--- src/rtl/kfbi_pkg.sv ---
`default_nettype none
package kfbi_pkg;

	// fixed wait between the sync byte and the first key byte, in ms ticks
	localparam int unsigned KEY_DELAY_MS = 5;

	localparam int unsigned CFG_DATA_W = 12;
	localparam int unsigned TIMER_W    = 12;

	// address bits plus start and stop bit
	localparam logic [3:0] FRAME_BITS = 4'd10;
	localparam logic [3:0] STOP_IDX   = 4'd9;

	typedef enum logic [1:0] {
		REQ_START = 2'd0,
		REQ_TICK  = 2'd1,
		REQ_BYTE  = 2'd2
	} req_code_t;

	typedef enum logic [3:0] {
		PH_IDLE       = 4'd0,
		PH_IDLE_HIGH  = 4'd1,
		PH_BITS       = 4'd2,
		PH_SYNC_DELAY = 4'd3,
		PH_WAIT_SYNC  = 4'd4,
		PH_KEY_DELAY  = 4'd5,
		PH_WAIT_K1    = 4'd6,
		PH_WAIT_K2    = 4'd7,
		PH_COMP_DELAY = 4'd8,
		PH_WAIT_ECHO  = 4'd9,
		PH_WAIT_ADDR  = 4'd10
	} phase_t;

	typedef enum logic [2:0] {
		ST_IDLE     = 3'd0,
		ST_BUSY     = 3'd1,
		ST_OK       = 3'd2,
		ST_TIMEOUT  = 3'd3,
		ST_MISMATCH = 3'd4
	} status_t;

	typedef enum logic [2:0] {
		CFG_INIT_ADDRESS     = 3'd0,
		CFG_BIT_TIME         = 3'd1,
		CFG_IDLE_TIME        = 3'd2,
		CFG_SYNC_DELAY       = 3'd3,
		CFG_SYNC_TIMEOUT     = 3'd4,
		CFG_KEY_TIMEOUT      = 3'd5,
		CFG_COMPLEMENT_DELAY = 3'd6,
		CFG_RESPONSE_TIMEOUT = 3'd7
	} cfg_idx_t;

	typedef struct packed {
		logic [1:0] req_type;
		logic [7:0] rx_byte;
	} req_item_t;

	typedef struct packed {
		logic       line_level;
		logic       send_strobe;
		logic [7:0] send_byte;
		logic [2:0] status;
		logic [7:0] address_byte;
		logic [7:0] first_key;
		logic [7:0] second_key;
	} res_item_t;

	typedef struct packed {
		logic [2:0]            index;
		logic [CFG_DATA_W-1:0] data;
	} cfg_wr_t;

	typedef struct packed {
		logic [7:0]  init_address;
		logic [9:0]  bit_time_ms;
		logic [11:0] idle_time_ms;
		logic [9:0]  sync_delay_ms;
		logic [9:0]  sync_timeout_ms;
		logic [9:0]  key_timeout_ms;
		logic [9:0]  complement_delay_ms;
		logic [9:0]  response_timeout_ms;
	} cfg_t;

	localparam cfg_t CFG_RESET = '{
		init_address:        8'd136,
		bit_time_ms:         10'd200,
		idle_time_ms:        12'd1500,
		sync_delay_ms:       10'd60,
		sync_timeout_ms:     10'd300,
		key_timeout_ms:      10'd20,
		complement_delay_ms: 10'd25,
		response_timeout_ms: 10'd50
	};

endpackage
`default_nettype wire

--- src/rtl/kfbi_if.sv ---
`default_nettype none
interface kfbi_req_if ();
	logic                 valid;
	logic                 ready;
	kfbi_pkg::req_item_t  payload;
	modport source (output valid, output payload, input ready);
	modport sink (input valid, input payload, output ready);
endinterface

interface kfbi_res_if ();
	logic                 valid;
	logic                 ready;
	kfbi_pkg::res_item_t  payload;
	modport source (output valid, output payload, input ready);
	modport sink (input valid, input payload, output ready);
endinterface

interface kfbi_cfg_if ();
	logic                 valid;
	logic                 ready;
	kfbi_pkg::cfg_wr_t    payload;
	modport source (output valid, output payload, input ready);
	modport sink (input valid, input payload, output ready);
endinterface
`default_nettype wire

--- src/rtl/kfbi_cfg_regs.sv ---
`default_nettype none
module kfbi_cfg_regs (
	input  wire            clk,
	input  wire            arst_n,
	kfbi_cfg_if.sink       cfg,
	output kfbi_pkg::cfg_t regs
);

	kfbi_pkg::cfg_t regs_q;

	assign cfg.ready = 1'b1;
	assign regs      = regs_q;

	always_ff @(posedge clk or negedge arst_n) begin
		if (!arst_n) begin
			regs_q <= kfbi_pkg::CFG_RESET;
		end else if (cfg.valid && cfg.ready) begin
			unique case (kfbi_pkg::cfg_idx_t'(cfg.payload.index))
				kfbi_pkg::CFG_INIT_ADDRESS:
					regs_q.init_address <= cfg.payload.data[7:0];
				kfbi_pkg::CFG_BIT_TIME:
					regs_q.bit_time_ms <= cfg.payload.data[9:0];
				kfbi_pkg::CFG_IDLE_TIME:
					regs_q.idle_time_ms <= cfg.payload.data[11:0];
				kfbi_pkg::CFG_SYNC_DELAY:
					regs_q.sync_delay_ms <= cfg.payload.data[9:0];
				kfbi_pkg::CFG_SYNC_TIMEOUT:
					regs_q.sync_timeout_ms <= cfg.payload.data[9:0];
				kfbi_pkg::CFG_KEY_TIMEOUT:
					regs_q.key_timeout_ms <= cfg.payload.data[9:0];
				kfbi_pkg::CFG_COMPLEMENT_DELAY:
					regs_q.complement_delay_ms <= cfg.payload.data[9:0];
				kfbi_pkg::CFG_RESPONSE_TIMEOUT:
					regs_q.response_timeout_ms <= cfg.payload.data[9:0];
				default: ;
			endcase
		end
	end

endmodule
`default_nettype wire

--- src/rtl/kfbi_seq.sv ---
`default_nettype none
module kfbi_seq (
	input  wire                  clk,
	input  wire                  arst_n,
	input  wire                  advance,
	input  kfbi_pkg::req_item_t  item,
	input  kfbi_pkg::cfg_t       regs,
	output kfbi_pkg::res_item_t  result
);

	kfbi_pkg::phase_t                  phase_q, phase_n;
	kfbi_pkg::status_t                 status_q, status_n;
	logic [kfbi_pkg::TIMER_W-1:0]      timer_q, timer_n, timer_inc, limit;
	logic [3:0]                        bit_idx_q, bit_idx_n, bit_idx_inc;
	logic [7:0]                        key_one_q, key_one_n;
	logic [7:0]                        key_two_q, key_two_n;
	logic [7:0]                        echo_q, echo_n;
	logic [7:0]                        final_q, final_n;
	logic                              line_q, line_n;
	logic                              strobe;
	logic                              tick_done;

	function automatic logic bit_level(input logic [3:0] idx, input logic [7:0] addr);
		logic lvl;
		if (idx == 4'd0) begin
			lvl = 1'b0;
		end else if (idx >= kfbi_pkg::STOP_IDX) begin
			lvl = 1'b1;
		end else begin
			lvl = addr[3'(idx - 4'd1)];
		end
		return lvl;
	endfunction

	// duration of the current phase
	always_comb begin
		unique case (phase_q)
			kfbi_pkg::PH_IDLE_HIGH:  limit = regs.idle_time_ms;
			kfbi_pkg::PH_BITS:       limit = {2'b00, regs.bit_time_ms};
			kfbi_pkg::PH_SYNC_DELAY: limit = {2'b00, regs.sync_delay_ms};
			kfbi_pkg::PH_WAIT_SYNC:  limit = {2'b00, regs.sync_timeout_ms};
			kfbi_pkg::PH_KEY_DELAY:  limit = kfbi_pkg::TIMER_W'(kfbi_pkg::KEY_DELAY_MS);
			kfbi_pkg::PH_WAIT_K1,
			kfbi_pkg::PH_WAIT_K2:    limit = {2'b00, regs.key_timeout_ms};
			kfbi_pkg::PH_COMP_DELAY: limit = {2'b00, regs.complement_delay_ms};
			kfbi_pkg::PH_WAIT_ECHO,
			kfbi_pkg::PH_WAIT_ADDR:  limit = {2'b00, regs.response_timeout_ms};
			default:                 limit = '0;
		endcase
	end

	// a wrap to zero also ends the wait, and a zero limit acts as one
	assign timer_inc   = timer_q + kfbi_pkg::TIMER_W'(1);
	assign tick_done   = (timer_inc >= limit) || (timer_inc == '0);
	assign bit_idx_inc = bit_idx_q + 4'd1;

	// next state
	always_comb begin
		phase_n   = phase_q;
		status_n  = status_q;
		timer_n   = timer_q;
		bit_idx_n = bit_idx_q;
		key_one_n = key_one_q;
		key_two_n = key_two_q;
		echo_n    = echo_q;
		final_n   = final_q;
		line_n    = line_q;
		unique case (kfbi_pkg::req_code_t'(item.req_type))
			kfbi_pkg::REQ_START: begin
				key_one_n = '0;
				key_two_n = '0;
				echo_n    = '0;
				final_n   = '0;
				bit_idx_n = '0;
				line_n    = 1'b1;
				status_n  = kfbi_pkg::ST_BUSY;
				phase_n   = kfbi_pkg::PH_IDLE_HIGH;
				timer_n   = '0;
			end
			kfbi_pkg::REQ_TICK: begin
				if (phase_q != kfbi_pkg::PH_IDLE) begin
					timer_n = timer_inc;
					if (tick_done) begin
						timer_n = '0;
						unique case (phase_q)
							kfbi_pkg::PH_IDLE_HIGH: begin
								phase_n   = kfbi_pkg::PH_BITS;
								bit_idx_n = '0;
								line_n    = 1'b0;
							end
							kfbi_pkg::PH_BITS: begin
								bit_idx_n = bit_idx_inc;
								if (bit_idx_inc >= kfbi_pkg::FRAME_BITS) begin
									line_n  = 1'b1;
									phase_n = kfbi_pkg::PH_SYNC_DELAY;
								end else begin
									line_n = bit_level(bit_idx_inc, regs.init_address);
								end
							end
							kfbi_pkg::PH_SYNC_DELAY: phase_n = kfbi_pkg::PH_WAIT_SYNC;
							kfbi_pkg::PH_KEY_DELAY:  phase_n = kfbi_pkg::PH_WAIT_K1;
							kfbi_pkg::PH_COMP_DELAY: phase_n = kfbi_pkg::PH_WAIT_ECHO;
							default: begin
								// every remaining phase waits for a byte: give up
								status_n = kfbi_pkg::ST_TIMEOUT;
								line_n   = 1'b1;
								phase_n  = kfbi_pkg::PH_IDLE;
							end
						endcase
					end
				end
			end
			kfbi_pkg::REQ_BYTE: begin
				unique case (phase_q)
					kfbi_pkg::PH_WAIT_SYNC: begin
						phase_n = kfbi_pkg::PH_KEY_DELAY;
						timer_n = '0;
					end
					kfbi_pkg::PH_WAIT_K1: begin
						key_one_n = item.rx_byte;
						phase_n   = kfbi_pkg::PH_WAIT_K2;
						timer_n   = '0;
					end
					kfbi_pkg::PH_WAIT_K2: begin
						key_two_n = item.rx_byte;
						echo_n    = ~item.rx_byte;
						phase_n   = kfbi_pkg::PH_COMP_DELAY;
						timer_n   = '0;
					end
					kfbi_pkg::PH_COMP_DELAY,
					kfbi_pkg::PH_WAIT_ECHO: begin
						timer_n = '0;
						if (item.rx_byte == echo_q) begin
							phase_n = kfbi_pkg::PH_WAIT_ADDR;
						end else begin
							status_n = kfbi_pkg::ST_MISMATCH;
							line_n   = 1'b1;
							phase_n  = kfbi_pkg::PH_IDLE;
						end
					end
					kfbi_pkg::PH_WAIT_ADDR: begin
						final_n  = item.rx_byte;
						status_n = kfbi_pkg::ST_OK;
						line_n   = 1'b1;
						phase_n  = kfbi_pkg::PH_IDLE;
						timer_n  = '0;
					end
					default: ;
				endcase
			end
			default: ;
		endcase
	end

	// outputs: the complement goes out when the delay ends or a byte cuts it short
	always_comb begin
		strobe = 1'b0;
		if (phase_q == kfbi_pkg::PH_COMP_DELAY) begin
			unique case (kfbi_pkg::req_code_t'(item.req_type))
				kfbi_pkg::REQ_TICK: strobe = tick_done;
				kfbi_pkg::REQ_BYTE: strobe = 1'b1;
				default:            strobe = 1'b0;
			endcase
		end
		result.line_level   = line_n;
		result.send_strobe  = strobe;
		result.send_byte    = strobe ? echo_n : 8'h00;
		result.status       = status_n;
		result.address_byte = final_n;
		result.first_key    = key_one_n;
		result.second_key   = key_two_n;
	end

	always_ff @(posedge clk or negedge arst_n) begin
		if (!arst_n) begin
			phase_q   <= kfbi_pkg::PH_IDLE;
			status_q  <= kfbi_pkg::ST_IDLE;
			timer_q   <= '0;
			bit_idx_q <= '0;
			key_one_q <= '0;
			key_two_q <= '0;
			echo_q    <= '0;
			final_q   <= '0;
			line_q    <= 1'b1;
		end else if (advance) begin
			phase_q   <= phase_n;
			status_q  <= status_n;
			timer_q   <= timer_n;
			bit_idx_q <= bit_idx_n;
			key_one_q <= key_one_n;
			key_two_q <= key_two_n;
			echo_q    <= echo_n;
			final_q   <= final_n;
			line_q    <= line_n;
		end
	end

endmodule
`default_nettype wire

--- src/rtl/kfbi_res_reg.sv ---
`default_nettype none
module kfbi_res_reg (
	input  wire                  clk,
	input  wire                  arst_n,
	input  wire                  load,
	input  kfbi_pkg::res_item_t  result,
	output logic                 free,
	kfbi_res_if.source           res
);

	logic                 valid_q;
	kfbi_pkg::res_item_t  payload_q;

	assign free        = !valid_q || res.ready;
	assign res.valid   = valid_q;
	assign res.payload = payload_q;

	always_ff @(posedge clk or negedge arst_n) begin
		if (!arst_n) begin
			valid_q <= 1'b0;
		end else if (load) begin
			valid_q <= 1'b1;
		end else if (res.ready) begin
			valid_q <= 1'b0;
		end
	end

	always_ff @(posedge clk) begin
		if (load) begin
			payload_q <= result;
		end
	end

endmodule
`default_nettype wire

--- src/rtl/kline_five_baud_init.sv ---
`default_nettype none
// Tester side of the K-line five baud wakeup. Each transaction on req is a
// start command, a 1 ms tick or a received UART byte, and each one yields
// exactly one transaction on res with the transmit line level, a send strobe
// with the complement byte, the status and the bytes collected so far. An
// item passes through an input register and then a single state update into
// the result register, so one item is taken per clock and its result is
// presented on res by that result register; the only stall comes from res
// backpressure. All times count ticks, not clocks. Write cfg only while
// no req transaction is in flight; a new value takes effect at once, even in
// the middle of a sequence.
module kline_five_baud_init (
	input  wire         clk,
	input  wire         arst_n,
	kfbi_req_if.sink    req,
	kfbi_res_if.source  res,
	kfbi_cfg_if.sink    cfg
);

	logic                 valid_s1;
	kfbi_pkg::req_item_t  item_s1;
	logic                 out_free;
	logic                 advance;
	kfbi_pkg::cfg_t       regs;
	kfbi_pkg::res_item_t  result;

	assign advance   = valid_s1 && out_free;
	assign req.ready = !valid_s1 || out_free;

	always_ff @(posedge clk or negedge arst_n) begin
		if (!arst_n) begin
			valid_s1 <= 1'b0;
		end else if (req.ready) begin
			valid_s1 <= req.valid;
		end
	end

	always_ff @(posedge clk) begin
		if (req.valid && req.ready) begin
			item_s1 <= req.payload;
		end
	end

	kfbi_cfg_regs u_cfg_regs (
		.clk    (clk),
		.arst_n (arst_n),
		.cfg    (cfg),
		.regs   (regs)
	);

	kfbi_seq u_seq (
		.clk     (clk),
		.arst_n  (arst_n),
		.advance (advance),
		.item    (item_s1),
		.regs    (regs),
		.result  (result)
	);

	kfbi_res_reg u_res_reg (
		.clk    (clk),
		.arst_n (arst_n),
		.load   (advance),
		.result (result),
		.free   (out_free),
		.res    (res)
	);

endmodule
`default_nettype wire
--- src/flat_wrapper.sv ---
// flat-port wrapper written by rule: the top's interface ports become plain ports
module kline_five_baud_init_flat 
  (clk, arst_n, req_valid, req_payload, req_ready, res_valid, res_payload, res_ready, cfg_valid, cfg_payload, cfg_ready);
  kfbi_req_if req_i ();
  kfbi_res_if res_i ();
  kfbi_cfg_if cfg_i ();
  input  wire clk;
  input  wire arst_n;
  input wire logic [$bits(req_i.valid)-1:0] req_valid;
  input wire logic [$bits(req_i.payload)-1:0] req_payload;
  output wire logic [$bits(req_i.ready)-1:0] req_ready;
  output wire logic [$bits(res_i.valid)-1:0] res_valid;
  output wire logic [$bits(res_i.payload)-1:0] res_payload;
  input wire logic [$bits(res_i.ready)-1:0] res_ready;
  input wire logic [$bits(cfg_i.valid)-1:0] cfg_valid;
  input wire logic [$bits(cfg_i.payload)-1:0] cfg_payload;
  output wire logic [$bits(cfg_i.ready)-1:0] cfg_ready;
  assign req_i.valid = req_valid;
  assign req_i.payload = req_payload;
  assign req_ready = req_i.ready;
  assign res_valid = res_i.valid;
  assign res_payload = res_i.payload;
  assign res_i.ready = res_ready;
  assign cfg_i.valid = cfg_valid;
  assign cfg_i.payload = cfg_payload;
  assign cfg_ready = cfg_i.ready;
  kline_five_baud_init u_core (.clk(clk), .arst_n(arst_n), .req(req_i), .res(res_i), .cfg(cfg_i));
endmodule
--- config.mk ---
export PLATFORM = sky130hd
export DESIGN_NAME = kline_five_baud_init_flat
export DESIGN_NICKNAME = d
export VERILOG_FILES = /design/src/rtl/kfbi_pkg.sv /design/src/rtl/kfbi_if.sv /design/src/rtl/kfbi_cfg_regs.sv /design/src/rtl/kfbi_seq.sv /design/src/rtl/kfbi_res_reg.sv /design/src/rtl/kline_five_baud_init.sv /design/src/flat_wrapper.sv
export SDC_FILE = /design/constraint.sdc
export NUM_CORES = 1
export LEC_CHECK = 0
export BUFFER_PORTS_ARGS = -buffer_cell sky130_fd_sc_hd__buf_2
export CORE_ASPECT_RATIO = 1.4
export CORE_UTILIZATION = 40
export CTS_CLUSTER_SIZE = 40
export DETAILED_ROUTE_END_ITERATION = 10
export GPL_TIMING_DRIVEN = 0
export HOLD_SLACK_MARGIN = 0.08
export REMOVE_ABC_BUFFERS = 1
export SYNTH_ARGS = -nofsm -noshare
export SYNTH_HDL_FRONTEND = slang
export SYNTH_SLANG_ARGS = --single-unit
--- constraint.sdc ---
create_clock -name clk -period 10.1 [get_ports clk]
set_input_delay 1.515 -clock clk [delete_from_list [all_inputs] [get_ports clk]]
set_output_delay 1.515 -clock clk [all_outputs]
set_load 0.03 [all_outputs]
==> metrics.txt, run 1 <==
Worst setup EP type flip-flop; IO buf count a little under 70; # diodes 0; Tcrit/Tclk final about half; Critical Path RT between 10 and 15 ns; wire length per cell about 18 um; Core Box Area between 20000 and 25000 um^2; DRC Markers 0; maximum VDD drop between 150 and 200 uV; fill cell count between 2k and 2.5k; clock share of power between 30% and 40%; GP Congestion roughly 0.81; Post-synth top cells dfrtp_1, nand2_1, mux2_2; Syn Area/Cell between 10 and 15 um^2; post-synthesis compound-gate area fraction between 10% and 20%; vias in the first global route ~6.4k; switch share 32.53%; Internal 0.001552 W; register area share after synthesis 52.92%; hpwl dp ~15000 um; Final setup viols 0; share of cells above drive strength 1 around 28%; Switch Pwr roughly 0.00075 W; clk buf depth 2; main combinational cell family by area after synthesis simple AND/OR/NAND/NOR gates; row cnt 65; via count of the routed design between 6k and 7k; DIE WIDTH 130.6 um; mux cell area share after synthesis roughly 11%; CTS sink cnt between 150 and 200; Pleak around 4.3 nW; Layout Cells excl Fill around 1.2k; num ports 70; Cells after Synth 824; Synth Register Bits 185; Post-synth EDFFs between 40 and 50; Yosys top cell area share between 20% and 30%; Synth Area in XOR/XNOR under 10%; Slew Limit Headroom 13.85%; largest net degree at the start of global routing slightly above 80; Area contributors post-synth dfrtp_1, edfxtp_1, mux2_2; Initial Util between 40% and 50%; Async SR Flop Fraction about three quarters; fin nets 925; Worst-Skew Late Latency between 0.4 and 0.5 ns; most frequent cell after synthesis dfrtp_1; Area Overhead vs Synth 13.91%; endpoints failing hold 0; Critical Path Start u_core.u_seq.phase_q[1]; top_reg_cell synth dfrtp_1; R2R Path Start u_core.u_seq.phase_q[1]; global route overflow 0; dominant cell type by area after synthesis dfrtp_1; TritonCTS clock tree yes; clk_skew ~0.012 ns; Die Ht about 180 um; Clock Tree Root clkbuf_16; pwr/cell area ~220 nW/um^2; count of warnings emitted by yosys 0; Gate power share between 20% and 30%; total CTS buffers 17; post-layout minimum cycle time 5.203 ns; adder-cell area share of the yosys netlist 2.702%; setup TNS 0 ns; Slew Viols, Final 0; register share of total power about 45%; initial DRC count about 440; first-pass GRT wire length between 30000 and 40000 um; DR vias/cell between 5 and 6; RSZ-0062 raised after global routing no; status finished, final reports clean; Worst Path Class, Setup reg -> reg; critical path data arrival time 5.52 ns; Post-DRT Antenna Nets 0; hold_sp u_core.u_seq.final_q[1]; final WL about 21000 um; H-tree depth 4; Hold Buf Count CTS 0; Setup Buffers After CTS 0; max cap viols 0; simple-gate share of the synthesized area between 10% and 20%; Slew @ Worst Pin 1.282 ns; Inst Count DP between 1k and 1.5k; f_max 192.2 MHz; Setup crit start kind flip-flop; Unique masters post-synth 82; CP Max Fanout 21; clock slew at reported path FFs 0.07 ns; Worst Hold Class reg -> reg; cell area after synthesis between 9000 and 10000 um^2; Tot GR Track Use a little under a fifth; Detailed Routing Iterations Pass 1 5; initial antenna violation count 0; CTS resizes 0; Die Footprint approximately 24000 um^2
## layer usage
layer / up-vias / GRT usage [%] / part of all wire, %
met3: 21 / 2.946 / 3.5
met1: 3276 / 23.88 / 43
met4: 0 / 5.931 / 1.5
li1: 3149 / - / -
met2: 176 / 32.78 / 51
met5: - / 0 / 0
## stage by stage
stage          power (W)  instance area, um^2  worst slack, ns  util [%]  hold WS (ns)
2_1_floorplan   0.001421                 9032            6.158         -        0.4466
3_3_place_gp    0.001576                 9749            3.939     43.12        0.4618
3_5_place_dp    0.001603                 9878            4.876     43.69        0.4675
4_1_cts         0.002316                10520            4.823     46.54        0.4863
5_1_grt         0.002431                10550            4.394     46.66        0.5145
6_report        0.002300                10550            4.897     46.66        0.4833
## final cells by class
class / count / area (um^2) / share of cell area, %
clock inverter: 13 / 167.7 / 1.589
tap: 301 / 376.6 / 3.570
sequential: 185 / 4901 / 46.45
clock buffer: 19 / 475.5 / 4.507
inverter: 15 / 57.56 / 0.5455
timing repair buffer: 76 / 461.7 / 4.376
multi-input combinational: 580 / 4110 / 38.96
## worst max-delay path, stage by stage, from the launching register on
cell and delay, ns:
dfrtp_1 0.77, nor2b_1 0.45, nor2_1 0.11, nor2_1 0.80
a222oi_1 0.28, nand2_1 0.11, a21oi_1 0.07, ha_1 0.31
a211oi_1 0.23, o21ai_0 0.11, a211oi_1 0.27, o21ai_0 0.34
nor2_1 0.88, nor4b_1 0.14, o22a_1 0.22
## flip-flops by register name, summed over array words and instances, names as in the netlist
register and cells:
u_core.u_cfg_regs.regs 80, u_core.u_res_reg.res.payload 37, u_core.u_seq.timer_q 12, u_core.item_s1 10
u_core.u_seq.echo_q 8, u_core.u_seq.final_q 8, u_core.u_seq.key_one_q 8, u_core.u_seq.key_two_q 8
u_core.u_seq.bit_idx_q 4, u_core.u_seq.phase_q 4, u_core.u_seq.status_q 3, u_core.u_res_reg.res.valid 1
u_core.u_seq.line_q 1, u_core.valid_s1 1
## cells in the final DEF, fill, tap and decap left out, types with 8 or more instances in the layout
| master | n |
|---|---|
| nand3_1 | 29 |
| xnor2_1 | 16 |
| mux2_2 | 83 |
| ha_1 | 20 |
| dfrtp_1 | 109 |
| nand2_1 | 91 |
| nand4_1 | 11 |
| o21ai_0 | 24 |
| nor2_1 | 66 |
| buf_2 | 67 |
| a22oi_1 | 18 |
| a22o_1 | 14 |
| a222oi_1 | 10 |
| and3_1 | 8 |
| clkbuf_16 | 19 |
| edfxtp_1 | 47 |
| a21oi_1 | 29 |
| nor3_1 | 16 |
| nor2b_1 | 9 |
| dfstp_2 | 29 |
| inv_1 | 14 |
| a31oi_1 | 28 |
## kinds of logic (layout without fill, tap and decap cells)
kind of cell | Yosys count | after routing
XOR/XNOR | 19 | 19
adder cells (fa/ha/maj) | 20 | 20
other | 1 | 1
buffers and inverters | 59 | 123
AND/OR/NAND/NOR | 275 | 275
AO/OA/AOI/OAI | 173 | 173
flip-flops | 185 | 185
multiplexers | 92 | 92
## path summary, 6_finish.rpt
path | to | slack (ns) | depth (start not counted)
min reg2reg | u_core.u_seq.final_q[1] | 0.48 | 2
max in group asynchronous | u_core.u_cfg_regs.regs[42] | 8.24 | 2
max | u_core.u_seq.bit_idx_q[3] | 4.90 | 14
min in group asynchronous | u_core.u_cfg_regs.regs[15] | 1.06 | 1
max reg2reg | u_core.u_seq.bit_idx_q[3] | 4.90 | 14
min | u_core.u_seq.final_q[1] | 0.48 | 2
## power by group through the flow
| stage | registers (W) | logic (W) | clock network, W |
|---|---|---|---|
| after floorplan | 0.00106 | 0.000364 | 0 |
| after global placement | 0.00105 | 0.000529 | 0 |
| after detailed placement | 0.00105 | 0.000549 | 0 |
| after CTS | 0.00104 | 0.000552 | 0.000725 |
| after global routing | 0.00106 | 0.000619 | 0.000752 |
| final | 0.00104 | 0.000550 | 0.000710 |
No activity file was read; power rests on OpenSTA's default activity.
==> run 2: changes to the inputs <==
clock period = 4.2 ns   (was 10.1 ns; I/O delays follow)
==> run 2 against run 1 <==
Core utilization up 0.42 points. Routed wire length increased by 0.50%. Sequential share of layout area decreased by 0.34 points. Clock skew hardly changed. Critical path depth is 1 lower.
==> metrics.txt, run 2 (synthesis gave the netlist of run 1 again) <==
f_max 250.6 MHz (was 192.2 MHz); clock slew at reported path FFs 0.07 ns (about the same); Worst-Skew Late Latency 0.44 ns (about the same); num ports 70 (unchanged); largest net degree at the start of global routing 82 (unchanged); Worst setup EP type flip-flop (unchanged); Slew Limit Headroom 19.93% (was 13.85%); H-tree depth 4 (unchanged); initial DRC count 463 (was 437); most common cell after layout, fill and taps aside dfrtp_1 (unchanged); Design Power 0.005593 W (was 0.002300 W); RSZ-0062 raised after global routing no (unchanged); vias in the first global route 6432 (was 6427); initial antenna violation count 0 (unchanged); Final setup viols 0 (unchanged); share of cells above drive strength 1 30.08% (was 28.15%); row cnt 65 (unchanged); Final WS setup 0.2100 ns (was 4.897 ns); maximum VDD drop 375.0 uV (was 152.0 uV); Worst Path Class, Setup reg -> reg (unchanged); endpoints failing hold 0 (unchanged); global route overflow 0 (unchanged); Hold WS 0.1704 ns (was 0.4833 ns); Tcrit/Tclk final 95.00% (was 51.51%); # diodes 0 (unchanged); CP Max Fanout 15 (was 21); DR vias/cell 5.588 (was 5.569); Worst Hold Class in -> async (was reg -> reg); final WL 21550 um (was 21450 um); Core Box Area 22610 um^2 (unchanged); met3 Usage GRT 2.946% (unchanged); critical path data arrival time 4.31 ns (was 5.52 ns); clk buf depth 2 (unchanged); Placed Area 9878 um^2 (unchanged); Area Overhead vs Synth 14.94% (was 13.91%); Die Footprint 23770 um^2 (unchanged); Critical Path RT 4.52 ns (was 10.42 ns); Reg2Reg Setup Slack 0.21 ns (was 4.90 ns); area of the multi-input gates 4183 um^2 (was 4110 um^2); met2 Track Usage GR 32.78% (unchanged); Detailed Routing Iterations Pass 1 5 (unchanged); clk_skew 0.01227 ns (was 0.01243 ns); TritonCTS clock tree yes (unchanged); IO buf count 68 (unchanged); most used routing layer in global routing met2 (unchanged); DIE WIDTH 130.6 um (unchanged); Slew Viols, Final 0 (unchanged); number of flip-flops in the largest register 80 (unchanged); worst slack, placed -1.024 ns (was 4.876 ns); Slew @ Worst Pin 1.201 ns (was 1.282 ns); status finished, final reports clean (unchanged); Hold Buf Count CTS 0 (unchanged); max cap viols 0 (unchanged); Die Ht 182.0 um (unchanged); wire length per cell 18.08 um (was 18.04 um); fin nets 928 (was 925); post-layout minimum cycle time 3.990 ns (was 5.203 ns); Tot GR Track Use 18.97% (was 18.94%); DRC Markers 0 (unchanged); Final Util 47.08% (was 46.66%); via count of the routed design 6661 (was 6622); first-pass GRT wire length 34470 um (was 34400 um); Post-DRT Antenna Nets 0 (unchanged); Initial Util 40.96% (unchanged); FF/Latch Area 4908 um^2 (was 4901 um^2); commonest non-fill, non-tap cells in the layout dfrtp_1, nand2_1, mux2_2 (unchanged); Clock Tree Root clkbuf_16 (unchanged); total CTS buffers 17 (unchanged); GP Congestion 0.8132 (unchanged); design area 10650 um^2 (was 10550 um^2); pwr/cell area 525.4 nW/um^2 (was 218.0 nW/um^2); Setup crit start kind flip-flop (unchanged); hpwl dp 14600 um (unchanged); Pleak 4.361 nW (was 4.347 nW); met1 Use GR 23.94% (was 23.88%); fill cell count 2125 (was 2135); CTS sink cnt 185 (unchanged)
[run 2: layout make-up]
class                           instances  area share (%)
Sequential cell                       185           46.11
Multi-Input combinational cell        581           39.29
Tap cell                              301           3.538
Inverter                               15          0.5407
Clock buffer                           19           4.466
Timing Repair Buffer                   78           4.478
Clock inverter                         13           1.575
[run 2: stage by stage]
stage          setup TNS, ns  std cells
6_report                   0       1192
5_1_grt                    0       1192
4_1_cts                    0       1190
3_5_place_dp          -32.72       1156
3_3_place_gp          -67.25       1149
2_1_floorplan              0        780
[run 2: worst max-delay path: stages, from the launching register on]
cell	delay, ns
dfrtp_2	0.53
nand2b_2	0.33
nor3_2	0.39
buf_6	0.23
a22oi_1	0.12
and3_1	0.27
ha_1	0.29
a211oi_1	0.24
nor2_1	0.08
a211oi_1	0.27
o21ai_2	0.21
or2_4	0.38
o21ai_4	0.20
mux2_1	0.34
[run 2: worst paths after layout]
check	startpoint	end	cells after the start
setup / recovery	u_core.u_seq.phase_q[2]	u_core.u_seq.phase_q[3]	13
hold / removal	arst_n	u_core.u_cfg_regs.regs[15]	1
setup reg to reg	u_core.u_seq.phase_q[2]	u_core.u_seq.phase_q[3]	13
hold reg to reg	u_core.u_seq.final_q[5]	u_core.u_seq.final_q[5]	2
max in group asynchronous	arst_n	u_core.u_cfg_regs.regs[10]	2
min in group clk	req_payload[1]	u_core.item_s1[1]	1
[run 2: repair_timing]
| action | CTS | global route |
|---|---|---|
| setup endpoints to repair | 37 | 32 |
| cloned | 0 | 1 |
| setup buffers | 2 | 0 |
| resized for setup | 16 | 7 |
| pin swaps | 1 | 1 |
[run 2: routing by layer]
layer | vias up | part of all wire, %
met1 | 3277 | 43
met2 | 198 | 51
met5 | - | 0
li1 | 3161 | -
met3 | 25 | 4.2
met4 | 0 | 1.5
[run 2: power breakdown]
group          switching [W]  internal (W)  total, W
logic               0.000784      0.000589   0.00137
clock network       0.000775      0.000931   0.00171
registers           0.000275       0.00224   0.00251
total                0.00183       0.00376   0.00559
